File: config.mk
export PLATFORM = sky130hd
export DESIGN_NAME = arat_ctrl
export DESIGN_NICKNAME = d
export VERILOG_FILES = /design/src/hdl/arat_pkg.sv /design/src/hdl/arat_ctrl.sv
export SDC_FILE = /design/constraint.sdc
export NUM_CORES = 2
export LEC_CHECK = 0
export ABC_AREA = 0
export ABC_CLOCK_PERIOD_IN_PS = 36500
export BUFFER_PORTS_ARGS = -buffer_cell sky130_fd_sc_hd__buf_4
export CAP_MARGIN = 5
export CORE_AREA = 2 2 518 520
export DETAILED_ROUTE_END_ITERATION = 7
export DIE_AREA = 0 0 520 522
export PLACE_DENSITY_LB_ADDON = 0.1
export SLEW_MARGIN = 15
export SYNTH_ARGS = -nofsm -noshare
export SYNTH_HDL_FRONTEND = slang
export SYNTH_SLANG_ARGS = --single-unit
File: constraint.sdc
create_clock -name clk -period 36.5 [get_ports clk]
set_input_delay 3.65 -clock clk [delete_from_list [all_inputs] [get_ports clk]]
set_output_delay 3.65 -clock clk [all_outputs]
set_load 0.05 [all_outputs]
File: src/hdl/arat_pkg.sv
// ----------------------------------------------------------------------------
// Address range table package
// Shared sizes, codes and the records that travel along the cell chain.
// ----------------------------------------------------------------------------
`default_nettype none
package arat_pkg;

  // Number of table slots, one cell for each.
  localparam int ENTRIES = 64;
  localparam int SLOT_W  = (ENTRIES > 1) ? $clog2(ENTRIES) : 1;
  // Width used to compare a 6-bit handle against a slot number.
  localparam int HCMP_W  = 11;

  // Opcodes.
  localparam logic [2:0] OP_REGISTER   = 3'd0;
  localparam logic [2:0] OP_UNREGISTER = 3'd1;
  localparam logic [2:0] OP_FIND       = 3'd2;
  localparam logic [2:0] OP_FIRST      = 3'd3;
  localparam logic [2:0] OP_EMPTY      = 3'd4;
  localparam logic [2:0] OP_NEXT       = 3'd5;

  // Status codes.
  localparam logic [2:0] ST_OK         = 3'd0;
  localparam logic [2:0] ST_EXISTS     = 3'd1;
  localparam logic [2:0] ST_FULL       = 3'd2;
  localparam logic [2:0] ST_OUTSIDE    = 3'd3;
  localparam logic [2:0] ST_BAD_HANDLE = 3'd4;

  // Search mode of a sweep along the chain.
  typedef enum logic [2:0] {
    MD_DUP,   // valid entry whose start equals the address
    MD_FIND,  // lowest start among entries that contain the address
    MD_GE,    // lowest start at or above the address
    MD_LE,    // highest start at or below the upper bound
    MD_GT     // lowest start strictly above the current entry's start
  } mode_t;

  typedef enum logic [1:0] {
    S_IDLE,
    S_SWEEP,
    S_FINISH
  } state_t;

  // Query broadcast to every cell during a sweep.
  typedef struct packed {
    mode_t               mode;
    logic [63:0]         addr;
    logic [63:0]         hi;
    logic [63:0]         hbase;
    logic [HCMP_W-1:0]   hidx;
  } query_t;

  // Table write broadcast to every cell.
  typedef struct packed {
    logic              en;
    logic              set;
    logic [SLOT_W-1:0] slot;
    logic [63:0]       base;
    logic [63:0]       size;
    logic [63:0]       value;
  } wr_t;

  // Running record handed from cell to cell.
  typedef struct packed {
    logic              tok;
    logic              hit;
    logic [63:0]       hbase;
    logic [63:0]       hsize;
    logic              best_ok;
    logic [SLOT_W-1:0] best_slot;
    logic [63:0]       best_base;
    logic [63:0]       best_size;
    logic [63:0]       best_tag;
    logic              free_ok;
    logic [SLOT_W-1:0] free_slot;
  } carry_t;

endpackage
`default_nettype wire

File: src/hdl/arat_ctrl.sv
// ----------------------------------------------------------------------------
// Address range table controller
// Takes a command beat, launches sweeps down the chain and forms the result.
// ----------------------------------------------------------------------------
`default_nettype none
module arat_ctrl (
  input  wire logic          clk,
  input  wire logic          rst,
  input  wire logic          start,
  output logic               busy,
  input  wire logic [2:0]    opcode,
  input  wire logic [63:0]   start_addr,
  input  wire logic [63:0]   length,
  input  wire logic [63:0]   range_end,
  input  wire logic [63:0]   tag,
  input  wire logic [5:0]    handle,
  input  wire logic          adjacent_only,
  input  wire logic [63:0]   region_low,
  input  wire logic [63:0]   region_end,
  output arat_pkg::query_t   q,
  output arat_pkg::wr_t      wr,
  output logic               launch,
  input  wire arat_pkg::carry_t tail,
  output logic               done,
  output logic [2:0]         status,
  output logic               found,
  output logic [5:0]         entry_handle,
  output logic [63:0]        entry_start,
  output logic [63:0]        entry_length,
  output logic [63:0]        entry_tag,
  output logic               range_empty
);

  arat_pkg::state_t state, state_next;

  logic [2:0]            op;
  logic [63:0]           addr;
  logic [63:0]           len;
  logic [63:0]           lim;
  logic [63:0]           tg;
  logic                  adj;
  logic                  hin;
  logic                  phase;
  logic [63:0]           hsize;
  arat_pkg::carry_t      fin;

  logic                  accept;
  logic                  second;
  logic [64:0]           new_end;
  logic [64:0]           fin_end;
  logic [64:0]           h_end;
  logic                  region_ok;
  logic                  first_ok;
  logic                  empty_ok;
  logic                  next_ok;

  assign accept = start && !busy;
  assign busy   = state != arat_pkg::S_IDLE;
  assign second = op == arat_pkg::OP_NEXT && !phase && hin && tail.hit;

  // State register.
  always_ff @(posedge clk) begin
    if (rst) begin
      state <= arat_pkg::S_IDLE;
    end else begin
      state <= state_next;
    end
  end

  // Next state.
  always_comb begin
    state_next = state;
    case (state)
      arat_pkg::S_IDLE:   if (accept) state_next = arat_pkg::S_SWEEP;
      arat_pkg::S_SWEEP:  if (tail.tok && !second) state_next = arat_pkg::S_FINISH;
      arat_pkg::S_FINISH: state_next = arat_pkg::S_IDLE;
      default:            state_next = arat_pkg::S_IDLE;
    endcase
  end

  // Final checks on the gathered record.
  always_comb begin
    new_end   = {1'b0, addr} + {1'b0, len};
    fin_end   = {1'b0, fin.best_base} + {1'b0, fin.best_size};
    h_end     = {1'b0, q.hbase} + {1'b0, hsize};
    region_ok = addr >= region_low && new_end <= {1'b0, region_end};
    first_ok  = addr < lim && fin.best_ok && fin_end <= {1'b0, lim};
    empty_ok  = addr >= lim || !fin.best_ok || fin_end <= {1'b0, addr};
    next_ok   = fin.best_ok && fin.best_base < lim &&
                (!adj || h_end == {1'b0, fin.best_base});
  end

  // Control pulses.
  always_ff @(posedge clk) begin
    if (rst) begin
      launch <= 1'b0;
      done   <= 1'b0;
    end else begin
      launch <= accept || (state == arat_pkg::S_SWEEP && tail.tok && second);
      done   <= state == arat_pkg::S_FINISH;
    end
  end

  // Command capture, sweep hand-off, table write and result forming.
  always_ff @(posedge clk) begin
    if (rst) begin
      wr.en <= 1'b0;
    end else begin
      wr.en <= state == arat_pkg::S_FINISH &&
               ((op == arat_pkg::OP_REGISTER && region_ok && !fin.best_ok && fin.free_ok) ||
                (op == arat_pkg::OP_UNREGISTER && hin && fin.hit));
    end
    if (accept) begin
      op       <= opcode;
      addr     <= start_addr;
      len      <= length;
      lim      <= range_end;
      tg       <= tag;
      adj      <= adjacent_only;
      hin      <= arat_pkg::HCMP_W'(handle) < arat_pkg::HCMP_W'(arat_pkg::ENTRIES);
      phase    <= 1'b0;
      q.addr   <= start_addr;
      q.hi     <= range_end - 64'd1;
      q.hidx   <= arat_pkg::HCMP_W'(handle);
      case (opcode)
        arat_pkg::OP_FIND:  q.mode <= arat_pkg::MD_FIND;
        arat_pkg::OP_FIRST: q.mode <= arat_pkg::MD_GE;
        arat_pkg::OP_EMPTY: q.mode <= arat_pkg::MD_LE;
        default:            q.mode <= arat_pkg::MD_DUP;
      endcase
    end
    if (state == arat_pkg::S_SWEEP && tail.tok) begin
      if (second) begin
        phase   <= 1'b1;
        q.hbase <= tail.hbase;
        hsize   <= tail.hsize;
        q.mode  <= arat_pkg::MD_GT;
      end else begin
        fin <= tail;
      end
    end
    if (state == arat_pkg::S_FINISH) begin
      status       <= arat_pkg::ST_OK;
      found        <= 1'b0;
      entry_handle <= 6'd0;
      entry_start  <= 64'd0;
      entry_length <= 64'd0;
      entry_tag    <= 64'd0;
      range_empty  <= 1'b0;
      wr.set       <= 1'b0;
      wr.slot      <= fin.free_slot;
      wr.base      <= addr;
      wr.size      <= len;
      wr.value     <= tg;
      case (op)
        arat_pkg::OP_REGISTER: begin
          if (!region_ok) begin
            status <= arat_pkg::ST_OUTSIDE;
          end else if (fin.best_ok) begin
            status       <= arat_pkg::ST_EXISTS;
            found        <= 1'b1;
            entry_handle <= 6'(fin.best_slot);
            entry_start  <= fin.best_base;
            entry_length <= fin.best_size;
            entry_tag    <= fin.best_tag;
          end else if (!fin.free_ok) begin
            status <= arat_pkg::ST_FULL;
          end else begin
            wr.set       <= 1'b1;
            entry_handle <= 6'(fin.free_slot);
            entry_start  <= addr;
            entry_length <= len;
            entry_tag    <= tg;
          end
        end
        arat_pkg::OP_UNREGISTER: begin
          if (!hin || !fin.hit) begin
            status <= arat_pkg::ST_BAD_HANDLE;
          end else begin
            wr.slot      <= arat_pkg::SLOT_W'(q.hidx);
            entry_handle <= 6'(q.hidx);
          end
        end
        arat_pkg::OP_FIND, arat_pkg::OP_FIRST, arat_pkg::OP_NEXT: begin
          if (op == arat_pkg::OP_NEXT && !phase) begin
            status <= arat_pkg::ST_BAD_HANDLE;
          end else if ((op == arat_pkg::OP_FIND && fin.best_ok) ||
                       (op == arat_pkg::OP_FIRST && first_ok) ||
                       (op == arat_pkg::OP_NEXT && next_ok)) begin
            found        <= 1'b1;
            entry_handle <= 6'(fin.best_slot);
            entry_start  <= fin.best_base;
            entry_length <= fin.best_size;
            entry_tag    <= fin.best_tag;
          end
        end
        arat_pkg::OP_EMPTY: range_empty <= empty_ok;
        default: ;
      endcase
    end
  end

endmodule
`default_nettype wire

Yosys cells after proc, flatten, opt, wreduce, memory -nomap -nowiden:

Cells that the tools add are included.

* reductions and logical operators: 39
* eq/ne operators: 13
* $lt $le $gt $ge: 7
* multiplexer cells: 49
* add/subtract/negate cells: 4
* bitwise operators: 3

Operators with widths (count)
* two-way mux 64 bit: 15
* case mux 64 bit (2 select lines): 3
* adder 64 x 64 -> 65 bit: 3
* less-or-equal comparator 65 x 64 -> 1 bit: 3
* two-way mux 131 bit: 1
* >= comparator 64 bit: 2
* < comparator 64 bit: 2
* == test 65 x 64 -> 1 bit: 1
* subtractor 64 x 1 -> 64 bit, second input constant: 1
* two-way mux 6 bit: 8
* logical AND 1 bit: 19
* case mux 6 bit (3 select lines): 1
* == test 3 x 2 -> 1 bit, second input constant: 4
* two-way mux 3 bit: 4
* two-way mux 2 bit: 5
* == test 3 bit, second input constant: 3
* case mux 3 bit (3 select lines): 1
* two-way mux 1 bit: 8
* logical OR 1 bit: 7
* case mux 2 bit (3 select lines): 1
* AND reduction 2 bit: 3
* OR reduction 3 bit: 2
* logical NOT 1 bit: 5
* != test 2 bit, second input constant: 2
* 9 further kinds: 11

* output and inout bits: 612
* flip-flop bits (word level): 1076

Longest topological paths before layout:

* word-level depth: 9
* gate-level depth with buffers: 29

Worst setup path before layout:

No wires, ideal clock.

* path type: flip-flop to flip-flop
* start: register state[0]
* end: register wr[199] in the netlist's numbering
* cell stages (with the launch flop): 4
* path slack: 17.176 ns
* arrival time: 19.266 ns
* period minus slack after synthesis: 19.324 ns
* cells stage by stage: dfxtp_1 -> nor2b_1 -> nor2b_1 -> o21a_1

* cells in the longest elaborated chain, start to end: 2

Ends and longest elaborated chain
* from (decl): RTL line arat_ctrl.sv:34 `arat_pkg::state_t state, state_next;`
* from (signal assigned): RTL line arat_ctrl.sv:64 `state <= arat_pkg::S_IDLE;`
* from (signal assigned): RTL line arat_ctrl.sv:66 `state <= state_next;`
* == test 2 bit: RTL line arat_ctrl.sv:109 `wr.en <= state == arat_pkg::S_FINISH &&`
* logical AND 1 bit: RTL line arat_ctrl.sv:109
* to (decl): RTL line arat_ctrl.sv:21 `output arat_pkg::wr_t wr,`

No other way between the ends.
A chain may end at the register's enable or synchronous reset.

Worst setup path in the final report:

* start: register addr[0]
* end: register entry_length[24] (data pin)

* cells in the longest elaborated chain, start to end: 9
* elaborated cells on any way between the ends: 14
* those cells by class: 1 x add/sub; 3 x order compare; 4 x mux; 6 x reduce/logical

Ends and longest elaborated chain
* from (decl): RTL line arat_ctrl.sv:37 `logic [63:0] addr;`
* from (signal assigned): RTL line arat_ctrl.sv:115 `addr <= start_addr;`
* branches (longest 8 deep; another with adder 64 x 64 -> 65 bit)
* case mux 64 bit (2 select lines) (*): RTL line arat_ctrl.sv:155 `case (op)`
* to (signal assigned): RTL line arat_ctrl.sv:164 `entry_length <= fin.best_size;`
* to (signal assigned): RTL line arat_ctrl.sv:172 `entry_length <= len;`
* to (signal assigned): RTL line arat_ctrl.sv:193 `entry_length <= fin.best_size;`
* to (decl): RTL line arat_ctrl.sv:29 `output logic [63:0] entry_length,`

Mark *: on every way between the ends.

==> impl_metrics.ini <==
[run_status]
status = finished with violations
violations_in_the_final_reports = design-rule violations

[pwr]
total_power_mw = 3.50
max-vdd-ir-drop_uv = 34.3
cellPowerDensity_mw_per_mm2 = 45.5
power_leakage_nw = 31.2

[clocking]
cts.hold.buffers_added = 0
number_of_buffers_added_by_the_clock_tree_synthesis_step = 148
tritoncts = yes
tritoncts_num_sinks = 1076
post_cts.repair.setup_buffers = 0
cts_root_buf = clkbuf_16
clock_tree.buffer_depth = 4
htree_num_levels = 4
clock_insertion_delay_worst_skew_ns = 0.84
cts.reportedPaths.clkPinSlew_ns = 0.06
cts-resized-gates = 0

[route]
post_drt_wl_per_cell_um = 31.7
vias_per_cell = 4.71
firstDrtPassIters = 8
wirelength_routed_um = 310000
postRouteAntennaNets = 0
remaining_drc_errors = 195
number_of_drc_markers_after_the_initial_detailed_route_iteration = 3246
vias = 46100

[grt]
grt_use_total_pct = 21.9
grt_pass1_wl_um = 408000
pin_count_of_the_biggest_net_entering_global_routing = 137
globalRoute.totalOverflow = 0
first_global_vias = 46800
antenna_violations_before_repair = 78

[worst_setup_path]
startpoint_type = flop
cp-end-kind = flop
criticalPathCategory = flop to flop
worst_ep_arrival_time_ns = 10.64
cp.required_ns = 37.17
crit_fanout = 137

[timing]
final_setup_violation_count = 0
max_freq_mhz = 100
min_period_ns = 9.97
fin_tns_setup_ns = 0
rsz0062_at_grt = false
clock_skew_ns = 0.0956
slew_violations = 0
timing.slew.headroom_pct = 26.1
hold_slack_ns = 0.430
final_min_period_over_clock_period_pct = 27.3
timing_worst_slew_pin_value_ns = 1.11
final_hold_violation_count = 0

[floorplan]
fp.dieArea_mm2 = 0.271
core.rowCount = 190
start_util_pct = 21.5
area_of_the_core_mm2 = 0.266
count_of_pins_on_the_block_boundary = 1345
die_width_um = 520
die_height_um = 522

[cells_and_area]
area.sequential_mm2 = 0.0322
flow.area_growth_from_synthesis_pct = 34.5
multi_input_logic_area_mm2 = 0.0235
fill_cells = 27600
layout.nets = 7410
finish.utilization_pct = 28.9
final_layout_size_suffix_gt1_share_pct = 27.6

[synthesis]
yosys.cell_count.top_type = edfxtp_1
synth.largest_area_cell = edfxtp_1
synth_top_area_share_pct = 55.9
synth-warning-count = 0
netlist_instances = 4606
register_area_share_after_synthesis_pct = 56.3
ys_dominant_reg_cell = edfxtp_1
post_synth_instance_area_mm2 = 0.0573
synth_enable_flop_cells = 1067
synth_area_per_cell_um2 = 12.4
synth.top_cells.by_count = edfxtp_1 (1067), ha_1 (576), a21oi_1 (327)
count_of_state_elements_after_synthesis = 1076
synth_area_leaders = edfxtp_1 (56%), ha_1 (13%), a22o_1 (3.1%)
synth.lib_cells_used.distinct = 90
asyncSetResetFlopFracSynth_pct = 0

[placed_design]
placement.io_buffers = 1339
post-dp-hpwl_um = 252000
routabilityCongestion = 0.891

[hold_path]
worst_hold_path_type = flop to flop

[job]
drv_cap = 0
==> state kept, by name, indices dropped and copies added, names as in the netlist, 2 cells and up <==
signal	flops
q	137
entry_length	64
hsize	64
len	64
fin	207
entry_handle	6
op	3
state	2
lim	64
addr	64
entry_start	64
entry_tag	64
tg	64
status	3
wr	200
==> layout make-up <==
| type | count | area share [%] |
|---|---|---|
| Timing Repair Buffer | 1453 | 14.3 |
| Antenna cell | 30 | 0.0974 |
| Tap cell | 3552 | 5.77 |
| Sequential cell | 1076 | 41.8 |
| Inverter | 304 | 1.49 |
| Clock inverter | 80 | 1.05 |
| Clock buffer | 174 | 4.99 |
| Multi-Input combinational cell | 3115 | 30.5 |
==> logic make-up (layout without fill, tap and decap cells) <==
family          count (synthesis)  count (layout)  share of synthesized area [%]
compound gates               1268            1268                           15.0
xor+xnor                      259             259                           3.96
fa+ha+maj                     579             579                           12.7
buf+inv                       419            2011                           2.82
flops                        1076            1076                           56.3
mux                            20              20                          0.369
other cells                     1              35                        0.00655
simple gates                  984             984                           8.89
==> worst max-delay path: stages, from the launching register on <==
cell,delay (ns)
edfxtp_1,0.55
ha_1,0.33
fa_1,0.44
a21oi_1,0.23
o21bai_1,0.16
nor4_1,0.60
o31ai_1,0.28
a22oi_1,0.40
o311ai_1,0.14
buf_4,0.20
a211o_1,0.35
a21oi_1,0.36
o31ai_1,0.18
a21oi_1,0.34
o41ai_1,0.15
xor2_1,0.17
ha_1,0.22
a2111oi_0,0.41
buf_4,0.19
o211ai_1,0.08
o31ai_1,0.43
nand4_1,0.62
o41a_1,0.59
a31oi_4,0.50
buf_4,0.69
buf_12,0.61
a22o_1,0.28
==> through the flow <==
| stage | cell area (µm²) | std cells | worst slack [ns] |
|---|---|---|---|
| 3_3_place_gp | 72300 | 9499 | 25.91 |
| 6_report | 77000 | 9784 | 26.53 |
| 3_5_place_dp | 72300 | 9499 | 25.99 |
| 2_1_floorplan | 57300 | 4610 | 17.18 |
| 5_1_grt | 77000 | 9768 | 25.94 |
| 4_1_cts | 76900 | 9753 | 26.48 |
==> routing by layer <==
| metal | global-route usage (%) | wire length, µm |
|---|---|---|
| met1 | 28.1 | 134000 |
| met2 | 36.5 | 146000 |
| met3 | 4.03 | 16700 |
| met4 | 8.56 | 12800 |
| met5 | 0 | 66 |
==> layout by cell type (no fill, tap or decap), drive strengths merged, types with 144 or more instances in the layout <==
cell type and instances:
o21ai 212, nand2 212, xnor2 144, a21o 187, buf 1453, a21oi 327
inv 312, edfxtp 1067, a22o 201, nor2 215, clkbuf 174, ha 576
==> where the power goes <==
part           switching (mW)  total (mW)  internal (mW)
combinational           0.381       0.604          0.223
sequential             0.0440        1.46           1.42
clock                   0.588        1.44          0.851
total                    1.01        3.50           2.49
==> path summary, 6_finish.rpt <==
path	from	end	slack, ns	cells after the start
max	addr[0]	entry_length[24]	26.53	26
min	tg[0]	wr[0]	0.43	0
max reg2reg	addr[0]	entry_length[24]	26.53	26
min reg2reg	tg[0]	wr[0]	0.43	0
Power figures use the tool's default switching activity.
