$ cat config.mk
export PLATFORM = sky130hd
export DESIGN_NAME = arat_cell
export DESIGN_NICKNAME = d
export VERILOG_FILES = /design/src/hdl/arat_pkg.sv /design/src/hdl/arat_cell.sv
export SDC_FILE = /design/constraint.sdc
export NUM_CORES = 1
export LEC_CHECK = 0
export BUFFER_PORTS_ARGS = -buffer_cell sky130_fd_sc_hd__clkbuf_2
export CAP_MARGIN = 20
export CELL_PAD_IN_SITES_DETAIL_PLACEMENT = 1
export CELL_PAD_IN_SITES_GLOBAL_PLACEMENT = 1
export CORE_AREA = 3 3 420 422
export CTS_BUF_LIST = sky130_fd_sc_hd__clkbuf_2 sky130_fd_sc_hd__clkbuf_4 sky130_fd_sc_hd__clkbuf_8
export DETAILED_ROUTE_END_ITERATION = 6
export DIE_AREA = 0 0 423 425
export PLACE_DENSITY = 0.5
export SLEW_MARGIN = 25
export SYNTH_ARGS = -nofsm -noshare
export SYNTH_HDL_FRONTEND = slang
export SYNTH_SLANG_ARGS = --single-unit
$ cat constraint.sdc
create_clock -name clk -period 14.6 [get_ports clk]
set_input_delay 2.19 -clock clk [delete_from_list [all_inputs] [get_ports clk]]
set_output_delay 2.19 -clock clk [all_outputs]
set_load 0.1 [all_outputs]
$ cat src/hdl/arat_pkg.sv
// ----------------------------------------------------------------------------
// Address range table package
// Shared sizes, codes and the records that travel along the cell chain.
// ----------------------------------------------------------------------------
`default_nettype none
package arat_pkg;

  // Number of table slots, one cell for each.
  localparam int ENTRIES = 64;
  localparam int SLOT_W  = (ENTRIES > 1) ? $clog2(ENTRIES) : 1;
  // Width used to compare a 6-bit handle against a slot number.
  localparam int HCMP_W  = 11;

  // Opcodes.
  localparam logic [2:0] OP_REGISTER   = 3'd0;
  localparam logic [2:0] OP_UNREGISTER = 3'd1;
  localparam logic [2:0] OP_FIND       = 3'd2;
  localparam logic [2:0] OP_FIRST      = 3'd3;
  localparam logic [2:0] OP_EMPTY      = 3'd4;
  localparam logic [2:0] OP_NEXT       = 3'd5;

  // Status codes.
  localparam logic [2:0] ST_OK         = 3'd0;
  localparam logic [2:0] ST_EXISTS     = 3'd1;
  localparam logic [2:0] ST_FULL       = 3'd2;
  localparam logic [2:0] ST_OUTSIDE    = 3'd3;
  localparam logic [2:0] ST_BAD_HANDLE = 3'd4;

  // Search mode of a sweep along the chain.
  typedef enum logic [2:0] {
    MD_DUP,   // valid entry whose start equals the address
    MD_FIND,  // lowest start among entries that contain the address
    MD_GE,    // lowest start at or above the address
    MD_LE,    // highest start at or below the upper bound
    MD_GT     // lowest start strictly above the current entry's start
  } mode_t;

  typedef enum logic [1:0] {
    S_IDLE,
    S_SWEEP,
    S_FINISH
  } state_t;

  // Query broadcast to every cell during a sweep.
  typedef struct packed {
    mode_t               mode;
    logic [63:0]         addr;
    logic [63:0]         hi;
    logic [63:0]         hbase;
    logic [HCMP_W-1:0]   hidx;
  } query_t;

  // Table write broadcast to every cell.
  typedef struct packed {
    logic              en;
    logic              set;
    logic [SLOT_W-1:0] slot;
    logic [63:0]       base;
    logic [63:0]       size;
    logic [63:0]       value;
  } wr_t;

  // Running record handed from cell to cell.
  typedef struct packed {
    logic              tok;
    logic              hit;
    logic [63:0]       hbase;
    logic [63:0]       hsize;
    logic              best_ok;
    logic [SLOT_W-1:0] best_slot;
    logic [63:0]       best_base;
    logic [63:0]       best_size;
    logic [63:0]       best_tag;
    logic              free_ok;
    logic [SLOT_W-1:0] free_slot;
  } carry_t;

endpackage
`default_nettype wire

$ cat src/hdl/arat_cell.sv
// ----------------------------------------------------------------------------
// Address range table cell
// Holds one table entry and folds it into the record passing down the chain.
// ----------------------------------------------------------------------------
`default_nettype none
module arat_cell (
  input  wire logic                         clk,
  input  wire logic                         rst,
  input  wire logic [arat_pkg::SLOT_W-1:0]  idx,
  input  wire arat_pkg::query_t             q,
  input  wire arat_pkg::wr_t                wr,
  input  wire arat_pkg::carry_t             cin,
  output arat_pkg::carry_t                  cout
);

  logic        valid;
  logic [63:0] base;
  logic [63:0] size;
  logic [63:0] value;

  logic [64:0]     end65;
  logic            cand;
  logic            better;
  logic            hit_here;
  arat_pkg::carry_t cnext;

  // Entry storage; only the valid mark is cleared by reset.
  always_ff @(posedge clk) begin
    if (rst) begin
      valid <= 1'b0;
    end else if (wr.en && wr.slot == idx) begin
      valid <= wr.set;
    end
  end

  always_ff @(posedge clk) begin
    if (wr.en && wr.set && wr.slot == idx) begin
      base  <= wr.base;
      size  <= wr.size;
      value <= wr.value;
    end
  end

  // Does this entry qualify, and does it beat the best so far.
  always_comb begin
    end65 = {1'b0, base} + {1'b0, size};
    case (q.mode)
      arat_pkg::MD_DUP:  cand = valid && base == q.addr;
      arat_pkg::MD_FIND: cand = valid && q.addr >= base && {1'b0, q.addr} < end65;
      arat_pkg::MD_GE:   cand = valid && base >= q.addr;
      arat_pkg::MD_LE:   cand = valid && base <= q.hi;
      arat_pkg::MD_GT:   cand = valid && base > q.hbase;
      default:           cand = 1'b0;
    endcase
    if (q.mode == arat_pkg::MD_LE) begin
      better = !cin.best_ok || base > cin.best_base;
    end else begin
      better = !cin.best_ok || base < cin.best_base;
    end
    hit_here = valid && (arat_pkg::HCMP_W'(idx) == q.hidx);

    cnext = cin;
    if (hit_here) begin
      cnext.hit   = 1'b1;
      cnext.hbase = base;
      cnext.hsize = size;
    end
    if (cand && better) begin
      cnext.best_ok   = 1'b1;
      cnext.best_slot = idx;
      cnext.best_base = base;
      cnext.best_size = size;
      cnext.best_tag  = value;
    end
    if (!valid && !cin.free_ok) begin
      cnext.free_ok   = 1'b1;
      cnext.free_slot = idx;
    end
  end

  // Hand the record to the next cell.
  always_ff @(posedge clk) begin
    if (rst) begin
      cout <= '0;
    end else begin
      cout <= cnext;
    end
  end

endmodule
`default_nettype wire

After elaboration in Yosys (flattened, before gate mapping). Cells that the tools add are included.

Memories: 0. RAM bits: 0. Word-level logic and storage cells: 53. Memory bits (read-only): 0. Latch bits: 0. Register bits: 529.

Order comparisons: 7. Eq/ne operators: 7. $mul: 0. Mux-type cells: 5. Shift-type cells: 0. Div/mod/pow operators: 0. Bitwise gates (word level): 0. Reductions and logical operators: 18. $add $sub $neg: 1.

Operators by type and width (number): 2-to-1 mux 199 bit (1); 2-to-1 mux 129 bit (1); greater-or-equal comparator 64 bit (2); greater-than comparator 64 bit (2); adder 64 x 64 -> 65 bit (1); < comparator 64 x 65 -> 1 bit (1); == test 64 bit (1); less-or-equal comparator 64 bit (1); < comparator 64 bit (1); logical AND 1 bit (12); == test 6 x 11 -> 1 bit (1); 2-to-1 mux 7 bit (1); == test 3 x 2 -> 1 bit, second input constant (2); == test 6 bit (1); one-hot mux 1 bit (5 select lines) (1); == test 3 x 1 -> 1 bit, second input constant (1); == test 3 bit, second input constant (1); logical NOT 1 bit (3); logical NOT 3 bit (1); logical OR 1 bit (2); 2-to-1 mux 1 bit (1).

Logic depth before layout (Yosys ltp). Gate-level depths: netlist of run 1.

Depth in word-level cells: 6. Mapped depth: 27. Mapped depth without buffers: 24.

Worst setup path before layout of run 1. OpenSTA, ideal clock, no wires.

Path type: input-to-reg. From: in idx[5] in the netlist's numbering. To: reg base[0] (enable). Path buffers: 0. Stages: 3. Data required time: 13.851 ns. Setup slack: 2.980 ns. Data arrival time: 10.871 ns. Library setup time: 0.749 ns. Cell sequence: xor2_1 -> or4_1 -> nor2_1.

Longest elaborated chain between the ends: 2.

Ends and longest elaborated chain: from (decl) (line arat_cell.sv:9) `input wire logic [arat_pkg::SLOT_W-1:0] idx,`; == test 6 bit (line arat_cell.sv:37) `if (wr.en && wr.set && wr.slot == idx) begin`; logical AND 1 bit (line arat_cell.sv:37); to (signal assigned) (line arat_cell.sv:38) `base <= wr.base;`; to (decl) (line arat_cell.sv:17) `logic [63:0] base;`.

Every way passes these cells. A chain may end at the register's enable or synchronous reset.

Worst setup path in the final report of run 1.
From: reg base[3]. To: reg cout[92] in the netlist's numbering.

Longest elaborated chain between the ends: 6. Elaborated cells between the ends (all ways): 21.

Ends and longest elaborated chain: adder 64 x 64 -> 65 bit / greater-or-equal comparator 64 bit (equally long branches) (line arat_cell.sv:46, arat_cell.sv:49); < comparator 64 x 65 -> 1 bit / logical AND 1 bit (equally long branches) (line arat_cell.sv:49) `arat_pkg::MD_FIND: cand = valid && q.addr >= base && {1'b0, q.addr} < end65;`; logical AND 1 bit (line arat_cell.sv:49); one-hot mux 1 bit (5 select lines) (line arat_cell.sv:47) `case (q.mode)`; logical AND 1 bit * (line arat_cell.sv:68) `if (cand && better) begin`; 2-to-1 mux 199 bit * (line arat_cell.sv:68); to (signal assigned) (line arat_cell.sv:86) `cout <= cnext;`; to (decl) (line arat_cell.sv:13) `output arat_pkg::carry_t cout`.

Every way passes the cells marked *; elsewhere a longest branch is shown, timed or not.

==> run summary, run 1 <==
The flow ran to the end, and the final reports show no timing, DRC or antenna violations. The clock insertion delay at the later pin of the skew report is 0.86 ns. By startpoint and endpoint, the worst setup path is classified as reg -> reg. The switching share of power is 0.3314, and the largest driver fanout on the critical path is 38. The vias per cell works out to 4.176. The clock arrives with 0.05250 ns of skew. Clock-pin slew was measured on the worst setup and hold paths at 0.07 ns. The routed design has 168,700 um of wire. Counting flops with a built-in enable in the synthesized netlist gives 192. The synthesized netlist occupies a cell area of 30,810 sq um. Summing all flip-flop and latch instances after layout gives 12,510 sq um. The fraction of synthesized cell area taken by the top area cell type came out at 0.2190. The max-capacitance violation count was 0; the share of final-layout standard cells stronger than drive strength 1 was 0.2979.

The total iterations of the first detailed-routing run is 5, and the static power due to leakage is 19.18 nW. Relative to the synthesized area, the layout overhead comes to 33.84%. The detail route stage leaves a number of antenna-violating nets equal to 0.

Ranked by total cell area, the synthesized netlist is headed by sky130_fd_sc_hd__dfxtp_1 (22%), sky130_fd_sc_hd__edfxtp_1 (19%), sky130_fd_sc_hd__ha_1 (16%). The I/O pin total is 1,086, and the wire length of the first global-routing pass is 231,300 um. The tools report the max-slew violation count as 0. The number of hold buffers added after CTS was 0.

The clock drives 529 sinks. At the end of routability-driven placement, the weighted congestion stood at 0.8675. After layout, the minimum clock period comes to 8.894 ns. Startpoint class of the critical path: a flip-flop. The average wire per standard cell is 24.84 um. Derived from the worst setup path, the maximum achievable clock frequency is 112.4 MHz. Setup repair after global routing left no endpoint under its margin. In the final design database the tool counted 5,483 nets. Instance count after placement with tap cells included: 6,569. The share of power burned in the clock network was 0.418; the number of vias after detailed routing was 28,360.

Post-CTS timing repair inserted 0 buffers for setup. The total area inside the core boundary comes to 173,400 sq um. The via count of the first global-routing pass came out at 30,500. The die extent in y was 425 um; the maximum root-to-sink buffer count was 3.

The total of endpoints with negative setup slack in the final report is 0. The number of storage elements in the synthesis netlist is 529, and the DRC violations left is 0. The final count of hold timing violations is 0. Number of standard cells in the layout, taps in and fillers out: 6,791. The worst IR drop on VDD was 0.06278 mV; the initial antenna violation count was 78.

For the combinational cell fraction of total power, the log shows 0.195. Entering global routing, the biggest net connects 147 pins. The Yosys step of the flow raised 0 warnings.

The worst-margin pin slew was 1.058 ns. The number of gates resized after CTS was 0; the gate count of the mapped netlist was 3,255. The final worst-path cycle share is 0.6092. TritonCTS built the clock tree. The post-synth net total came out at 4,389. The signal on the critical path passes through ha_1, o21ai_0, or3_1, a211oi_1, o211ai_1, a211oi_1, o21ai_0, o211ai_1, a21oi_1, xor2_1, ha_1, a21o_1, a21o_1, a221oi_1, o211ai_1, o31ai_1, a311oi_1, o21ai_1, o21ai_1, a21oi_4, buf_4, buf_4, mux2i_1. The cell that appears most often on the critical path is sky130_fd_sc_hd__o211ai_1. The tools report the sequential power share as 0.387. The number of different library cells used by synthesis comes to 68. In the layout the commonest cells are sky130_fd_sc_hd__clkbuf_2 (1,084), sky130_fd_sc_hd__nand2b_1 (405), sky130_fd_sc_hd__ha_1 (383), sky130_fd_sc_hd__nand2_1 (373), sky130_fd_sc_hd__dfxtp_1 (337).

The H-tree was split into 3 levels. From left edge to right edge, the die measures 423 um. The tools report the number of buffers created by CTS as 103. Averaged over all synthesized cells, the footprint is 9.466 sq um. The largest single stage delay on the critical path is 0.85 ns.

Class of the worst hold path: reg -> reg. The number of buffer and inverter instances along the worst setup path works out to 2. Cell accounting for the most synthesized area: sky130_fd_sc_hd__dfxtp_1.

The relative slew slack is 0.2930. The share of synthesized registers carrying an async set or reset works out to 0. In this design, the largest share of critical-path delay is due to compound AO/OA/AOI/OAI gates. The total power density per cell area is 100.4 nW/um^2. For this design the total switching power over the nets is 0.001372 W.

Overall fraction of global-route tracks in use: 0.1814. The internal power is 0.002768 W, and the initial standard-cell utilization of the core is 0.1777. The filler cells instantiated in the layout total 20,630. The count of buffers added on input and output ports is 1,085. Leaving out fill and tap cells, the most frequent cell in the layout is sky130_fd_sc_hd__clkbuf_2. The clock root buffer was sky130_fd_sc_hd__clkbuf_8. Summed over all failing endpoints, the final setup total negative slack is 0 ns. The critical path's slowest cell is sky130_fd_sc_hd__a21oi_4. The tools report the floorplan row count as 153. STA classifies the critical path endpoint as a flip-flop. Flip-flop cell with the highest count after synthesis: sky130_fd_sc_hd__dfxtp_1. Detailed placement ended at an HPWL of 141,200 um. The run gives 0.4061 as the share of the yosys chip area belonging to registers. Data on the critical path is required at its endpoint by 15.33 ns. After the first detailed-routing iteration, the DRC count stood at 1,261.

The die covers 179,800 sq um. Footprint of the multi-input gates: 16,630 sq um. The final global-route overflow total is 0.

For the worst setup path, the data arrival time is 9.62 ns.
[Yosys cell counts, types with 25 or more instances]
library cell               instances
sky130_fd_sc_hd__nand2_1         373
sky130_fd_sc_hd__nor2_1           64
sky130_fd_sc_hd__a21o_1           75
sky130_fd_sc_hd__ha_1            383
sky130_fd_sc_hd__xnor2_1          37
sky130_fd_sc_hd__xor2_1           35
sky130_fd_sc_hd__nand3_1          48
sky130_fd_sc_hd__a21oi_1         309
sky130_fd_sc_hd__nand2b_1        405
sky130_fd_sc_hd__mux2i_1         199
sky130_fd_sc_hd__a211oi_1         25
sky130_fd_sc_hd__dfxtp_1         337
sky130_fd_sc_hd__nand4_1          66
sky130_fd_sc_hd__clkbuf_1         99
sky130_fd_sc_hd__o21ai_0          77
sky130_fd_sc_hd__edfxtp_1        192
sky130_fd_sc_hd__inv_1           284
[stage by stage]
stage | hold WS, ns | worst slack (ns) | total power (W) | cell area [sq um] | util
after global routing | 0.5436 | 5.194 | 0.004330 | 41220 | 0.2377
after CTS | 0.5174 | 5.554 | 0.004218 | 41160 | 0.2373
after floorplan | 0.4906 | 2.980 | 0.002179 | 30810 | -
after global placement | 0.4969 | 5.653 | 0.002441 | 38770 | 0.2236
after detailed placement | 0.5122 | 5.646 | 0.002447 | 38790 | 0.2237
final | 0.5193 | 5.706 | 0.004140 | 41240 | 0.2378
[state kept, by name (all words and copies together) (netlist names)]
| name | flops |
|---|---|
| base | 64 |
| size | 64 |
| cout | 336 |
| value | 64 |
| valid | 1 |
[worst register-to-register path: cells and delay by family, from the launching register on]
kind	cells	cell delay, ns
flops	1	0.53
compound gates	16	5.10
xor+xnor	1	0.16
fa+ha+maj	2	0.61
mux	1	0.30
buf+inv	2	1.67
simple gates	1	0.45
[final timing paths]
kind,start,to,slack [ns],cells past startpoint
setup reg to reg,base[3],cout[92],5.71,23
hold / removal,value[55],cout[62],0.52,2
hold reg to reg,value[55],cout[62],0.52,2
setup / recovery,base[3],cout[92],5.71,23
[power by group through the flow]
| stage | registers, W | logic, W | clock network (W) |
|---|---|---|---|
| after global placement | 0.00163 | 0.000808 | 0 |
| after detailed placement | 0.00163 | 0.000814 | 0 |
| after CTS | 0.00160 | 0.000817 | 0.00180 |
| after global routing | 0.00161 | 0.000863 | 0.00186 |
| final | 0.00160 | 0.000807 | 0.00173 |
| after floorplan | 0.00199 | 0.000190 | 0 |
[final cells by class]
class / count / area share
Sequential cell: 529 / 0.3034
Inverter: 284 / 0.02585
Clock buffer: 168 / 0.05000
Timing Repair Buffer: 1114 / 0.1376
Clock inverter: 26 / 0.007555
Multi-Input combinational cell: 2317 / 0.4034
Antenna cell: 28 / 0.001699
Tap cell: 2325 / 0.07054
[layer usage]
layer	vias up	GRT usage	wire (um)
met2	783	0.3425	89850
met1	13750	0.2005	65320
met4	14	0.05787	4993
met3	245	0.03849	8425
li1	13570	-	-
met5	-	0	91
[cells by family after synthesis]
kind of cell,Yosys count,share of synthesized area
adders and majority gates,384,0.1562
AOI/OAI and AO/OA,611,0.1193
muxes,199,0.06465
buffers and inverters,409,0.05555
xor gates and xnor gates,72,0.02047
DFF,529,0.4061
and+or+nand+nor,1051,0.1778
Note: power is estimated with default switching activity, not from simulation.
==> run 2, diff against run 1 <==
--- a/config.mk
+++ b/config.mk
@@ -5,15 +5,16 @@
 export SDC_FILE = /design/constraint.sdc
 export NUM_CORES = 1
 export LEC_CHECK = 0
+export ABC_AREA = 1
 export BUFFER_PORTS_ARGS = -buffer_cell sky130_fd_sc_hd__clkbuf_2
 export CAP_MARGIN = 20
 export CELL_PAD_IN_SITES_DETAIL_PLACEMENT = 1
 export CELL_PAD_IN_SITES_GLOBAL_PLACEMENT = 1
-export CORE_AREA = 3 3 420 422
+export CORE_AREA = 3 3 425 427
 export CTS_BUF_LIST = sky130_fd_sc_hd__clkbuf_2 sky130_fd_sc_hd__clkbuf_4 sky130_fd_sc_hd__clkbuf_8
 export DETAILED_ROUTE_END_ITERATION = 6
-export DIE_AREA = 0 0 423 425
-export PLACE_DENSITY = 0.5
+export DIE_AREA = 0 0 428 430
+export PLACE_DENSITY = 0.51
 export SLEW_MARGIN = 25
 export SYNTH_ARGS = -nofsm -noshare
 export SYNTH_HDL_FRONTEND = slang
==> constraint.sdc (replaced) <==
create_clock -name clk -period 8.82 [get_ports clk]
set_input_delay 1.323 -clock clk [delete_from_list [all_inputs] [get_ports clk]]
set_output_delay 1.323 -clock clk [all_outputs]
set_load 0.1 [all_outputs]
==> run 2 against run 1 <==
Cell count increased by 10%. Sequential cell count unchanged. Die area increased by 2.4%. Clock skew decreased by 0.0045 ns. Setup slack got worse by 3.8 ns. Register-to-register slack got worse by 3.8 ns. Area after synthesis increased by 2.3%. Combinational power increased by 72%. Core utilization decreased by 0.12 points. Final area increased by 1.3%. Total power increased by 67%.
==> run summary, run 2 <==
The clock edge transition at the registers on the reported setup and hold paths was 0.07 ns (about the same); the post-route minimum period was 6.891 ns (was 8.894 ns). Setup repair after global routing left no endpoint under its margin. Synthesis warning total: 0 (unchanged).

The required arrival time at the worst endpoint is 9.56 ns (was 15.33 ns). The final worst-path cycle share is 0.7813 (was 0.6092), and the synthesized area divided by synthesized cell count is 7.963 sq um (was 9.466 sq um). The worst IR drop on VDD came out at 0.1131 mV (was 0.06278 mV). Cell accounting for the most synthesized area: sky130_fd_sc_hd__dfxtp_1 (unchanged). The count of clock tree sinks was 529 (unchanged); the critical path data arrival time was 7.63 ns (was 9.62 ns).

The number of vias after detailed routing was 31,690 (was 28,360). The type of the worst setup path was reg -> reg (unchanged). The post-synth net total was 5,091 (was 4,389); the number of storage elements in the synthesis netlist was 529 (unchanged). The flip-flop count of the largest register, all copies and words added came out at 336 (unchanged). The run gives 243,300 um (was 231,300 um) as the wire length of the first global-routing pass.

The final global-route overflow total came out at 0 (unchanged). The run gives 0 (unchanged) as the DRC violations left. The critical path's slowest cell is sky130_fd_sc_hd__o21ai_0 (was sky130_fd_sc_hd__a21oi_4). The clock insertion delay at the later pin of the skew report came out at 0.86 ns (about the same).

Synth cell count leaders: sky130_fd_sc_hd__inv_1 (636), sky130_fd_sc_hd__nand2_1 (578), sky130_fd_sc_hd__nor2_1 (484) (was sky130_fd_sc_hd__nand2b_1 (405), sky130_fd_sc_hd__ha_1 (383), sky130_fd_sc_hd__nand2_1 (373)). The logs give 154 (was 153) for the floorplan row count and 0.3971 (was 0.4061) for the share of the yosys chip area belonging to registers. The tools report the placer congestion estimate as 0.8653 (was 0.8675). The max-capacitance violation count was 0 (unchanged). The chip width came out at 428 um (was 423 um).

The vias per cell came out at 4.232 (was 4.176). The final count of hold timing violations was 0 (unchanged). The tools report the fraction of the core area covered by cells at the end of the flow as 0.2366 (was 0.2378). Class of the worst hold path: reg -> reg (unchanged).

The die extent in y was 430 um (was 425 um). The run gives 0.1830 (was 0.1814) as the overall fraction of global-route tracks in use. The startpoint class of the critical path was a flip-flop (unchanged).

For the maximum root-to-sink buffer count, the log shows 3 (unchanged). Most used cells in the layout excluding fill and tap cells: sky130_fd_sc_hd__clkbuf_2 (1,084), sky130_fd_sc_hd__inv_1 (636), sky130_fd_sc_hd__nand2_1 (578), sky130_fd_sc_hd__nor2_1 (483), sky130_fd_sc_hd__a21oi_1 (454) (was sky130_fd_sc_hd__clkbuf_2 (1,084), sky130_fd_sc_hd__nand2b_1 (405), sky130_fd_sc_hd__ha_1 (383), sky130_fd_sc_hd__nand2_1 (373), sky130_fd_sc_hd__dfxtp_1 (337)). Most common cell in the netlist: sky130_fd_sc_hd__inv_1 (was sky130_fd_sc_hd__nand2b_1). The number of fillers in the final layout is 21,640 (was 20,630). Initial standard-cell utilization of the core: 0.1785 (was 0.1777). The top register by number of flip-flops is cout (unchanged). The total power density per cell area works out to 165.1 nW/um^2 (was 100.4 nW/um^2). The most common library cell in the layout ignoring fill and taps was sky130_fd_sc_hd__clkbuf_2 (unchanged).

The tools report the pin count of the biggest net entering global routing as 149 (was 147). The deepest level of the CTS H-tree came out at 3 (unchanged). The via count of the first global-routing pass was 33,310 (was 30,500); the half-perimeter wire length after placement was 144,900 um (was 141,200 um).

The worst-margin pin slew works out to 1.090 ns (was 1.058 ns). The I/O pin total came out at 1,086 (unchanged). The run gives 0.2733 (was 0.2930) as the relative slew slack. The number of DRC violations after detailed-routing iteration 0 is 1,452 (was 1,261). The synthesis-to-layout area growth is 32.52% (was 33.84%).

The flow ran to the end, and the final reports show no timing, DRC or antenna violations. Number of unique standard cell types used by synthesis: 51 (was 68). Cell occurring most often along the worst timing path: sky130_fd_sc_hd__nand2_1 (was sky130_fd_sc_hd__o211ai_1).

The run gives 5 (unchanged) as the total iterations of the first detailed-routing run. The run gives 1.93 ns (was 5.71 ns) as the slack of the worst reg-to-reg path. The tools report the footprint of the multi-input gates as 15,750 sq um (was 16,630 sq um). Remaining antenna violation count after routing: 0 (unchanged). The instance count after placement with tap cells included came out at 7,262 (was 6,569).

The run gives 145.1 MHz (was 112.4 MHz) as the highest achievable clock rate. The max-slew violation count was 0 (unchanged). The tools report the static power due to leakage as 20.89 nW (was 19.18 nW). The setup fix buffers added after clock tree synthesis was 0 (unchanged).

For the post-synthesis instance area, the log shows 31,510 sq um (was 30,810 sq um). The clock root buffer was sky130_fd_sc_hd__clkbuf_8 (unchanged). The die outline area came out at 184,000 sq um (was 179,800 sq um).

The share of final-layout standard cells stronger than drive strength 1 was 0.2603 (was 0.2979). Number of gates resized after CTS: 0 (unchanged). TritonCTS built the clock tree. Total wirelength of the detailed-routed design: 174,800 um (was 168,700 um). Total placed instance area: 39,360 sq um (was 38,790 sq um).

The setup clock skew after layout was 0.04795 ns (was 0.05250 ns). The logs give 0 ns (unchanged) for the setup TNS and 176,500 sq um (was 173,400 sq um) for the core outline area. The number of synthesized flops with an enable pin was 192 (unchanged). For the initial antenna violation count, the log shows 53 (was 78). Capturing element type of the critical path: a flip-flop (unchanged). The area of all placed cells without fillers was 41,760 sq um (was 41,240 sq um).

The count of buffers from port buffering was 1,085 (unchanged); the fraction of synthesized cell area taken by the top area cell type was 0.2141 (was 0.2190). Maximum cell stage delay along the critical path: 0.62 ns (was 0.85 ns). The logs give 0 (unchanged) for the number of hold buffers added after CTS and 3,957 (was 3,255) for the gate count of the mapped netlist. The largest driver fanout on the critical path was 117 (was 38). Area taken by flip-flops and latches: 12,510 sq um (unchanged).

Largest cells by area after synthesis: sky130_fd_sc_hd__dfxtp_1 (21%), sky130_fd_sc_hd__edfxtp_1 (18%), sky130_fd_sc_hd__ha_1 (15%) (was sky130_fd_sc_hd__dfxtp_1 (22%), sky130_fd_sc_hd__edfxtp_1 (19%), sky130_fd_sc_hd__ha_1 (16%)). The average wire per standard cell came out at 23.34 um (was 24.84 um). Number of buffers created by CTS: 105 (was 103). The share of synthesized registers carrying an async set or reset came out at 0 (unchanged). Total of endpoints with negative setup slack in the final report: 0 (unchanged). The flip-flop cell with the highest count after synthesis was sky130_fd_sc_hd__dfxtp_1 (unchanged). The number of standard cells in the layout, taps in and fillers out is 7,489 (was 6,791), and the layout net count is 6,163 (was 5,483).
run 2: cell types whose count changed after synthesis, moves of 69 or more:
cell	before	now
sky130_fd_sc_hd__nor2_1	64	484
sky130_fd_sc_hd__nand2b_1	405	0
sky130_fd_sc_hd__inv_1	284	636
sky130_fd_sc_hd__nand2_1	373	578
sky130_fd_sc_hd__mux2i_1	199	0
sky130_fd_sc_hd__nand3_1	48	241
sky130_fd_sc_hd__a21oi_1	309	454
sky130_fd_sc_hd__a211oi_1	25	130
sky130_fd_sc_hd__a21o_1	75	6
run 2: cell families after synthesis:
logic type                 count (synthesis)  synth area share
xor gates and xnor gates                  68           0.01890
and+or+nand+nor                         1399            0.1837
AOI/OAI and AO/OA                        786            0.1437
DFF                                      529            0.3971
buffers and inverters                    791            0.1038
adders and majority gates                384            0.1527
run 2: worst max-delay path, delay by kind of cell (launching register included):
| family | cells | cell delay, ns |
|---|---|---|
| AOI/OAI and AO/OA | 9 | 1.98 |
| adders and majority gates | 2 | 0.75 |
| buffers and inverters | 2 | 0.75 |
| DFF | 1 | 0.49 |
| and+or+nand+nor | 21 | 2.54 |
run 2: path summary, 6_finish.rpt:
path | endpoint | from | cells after the start
worst max-delay path | cout[62] | base[1] | 34
worst min-delay path | cout[65] | value[58] | 4
worst min register to register | cout[65] | value[58] | 4
worst max register to register | cout[62] | base[1] | 34
run 2: metrics by stage:
step | hold slack, ns | power (W) | setup WS [ns]
6_report | 0.5621 | 0.006896 | 1.929
5_1_grt | 0.5308 | 0.007223 | 1.438
4_1_cts | 0.4961 | 0.007019 | 2.040
3_5_place_dp | 0.5584 | 0.004108 | 2.066
3_3_place_gp | 0.5406 | 0.004093 | 2.248
2_1_floorplan | 0.5204 | 0.003650 | 1.653
run 2: report_power, final:
group	leakage, nW	total, W	switching [W]	internal (W)
logic	15.1	0.00139	0.00106	0.000331
clock network	1.23	0.00285	0.00128	0.00157
registers	4.54	0.00266	0.0000399	0.00262
run 2: area by class of cell:
cell class	instances	area share
well taps	2340	0.07012
flip-flops and latches	529	0.2997
clock inverters	44	0.01004
inverters	639	0.05780
multi-input cells	2637	0.3772
diodes	31	0.001858
clock buffers	152	0.04546
repair buffers	1117	0.1378
run 2: metal layers:
layer | vias to the layer above | global-route usage | share of wire
met3 | 222 | 0.03941 | 0.049
met1 | 15210 | 0.2074 | 0.40
met5 | - | 0 | 0.00081
li1 | 15380 | - | -
met2 | 860 | 0.3423 | 0.52
met4 | 20 | 0.05128 | 0.024
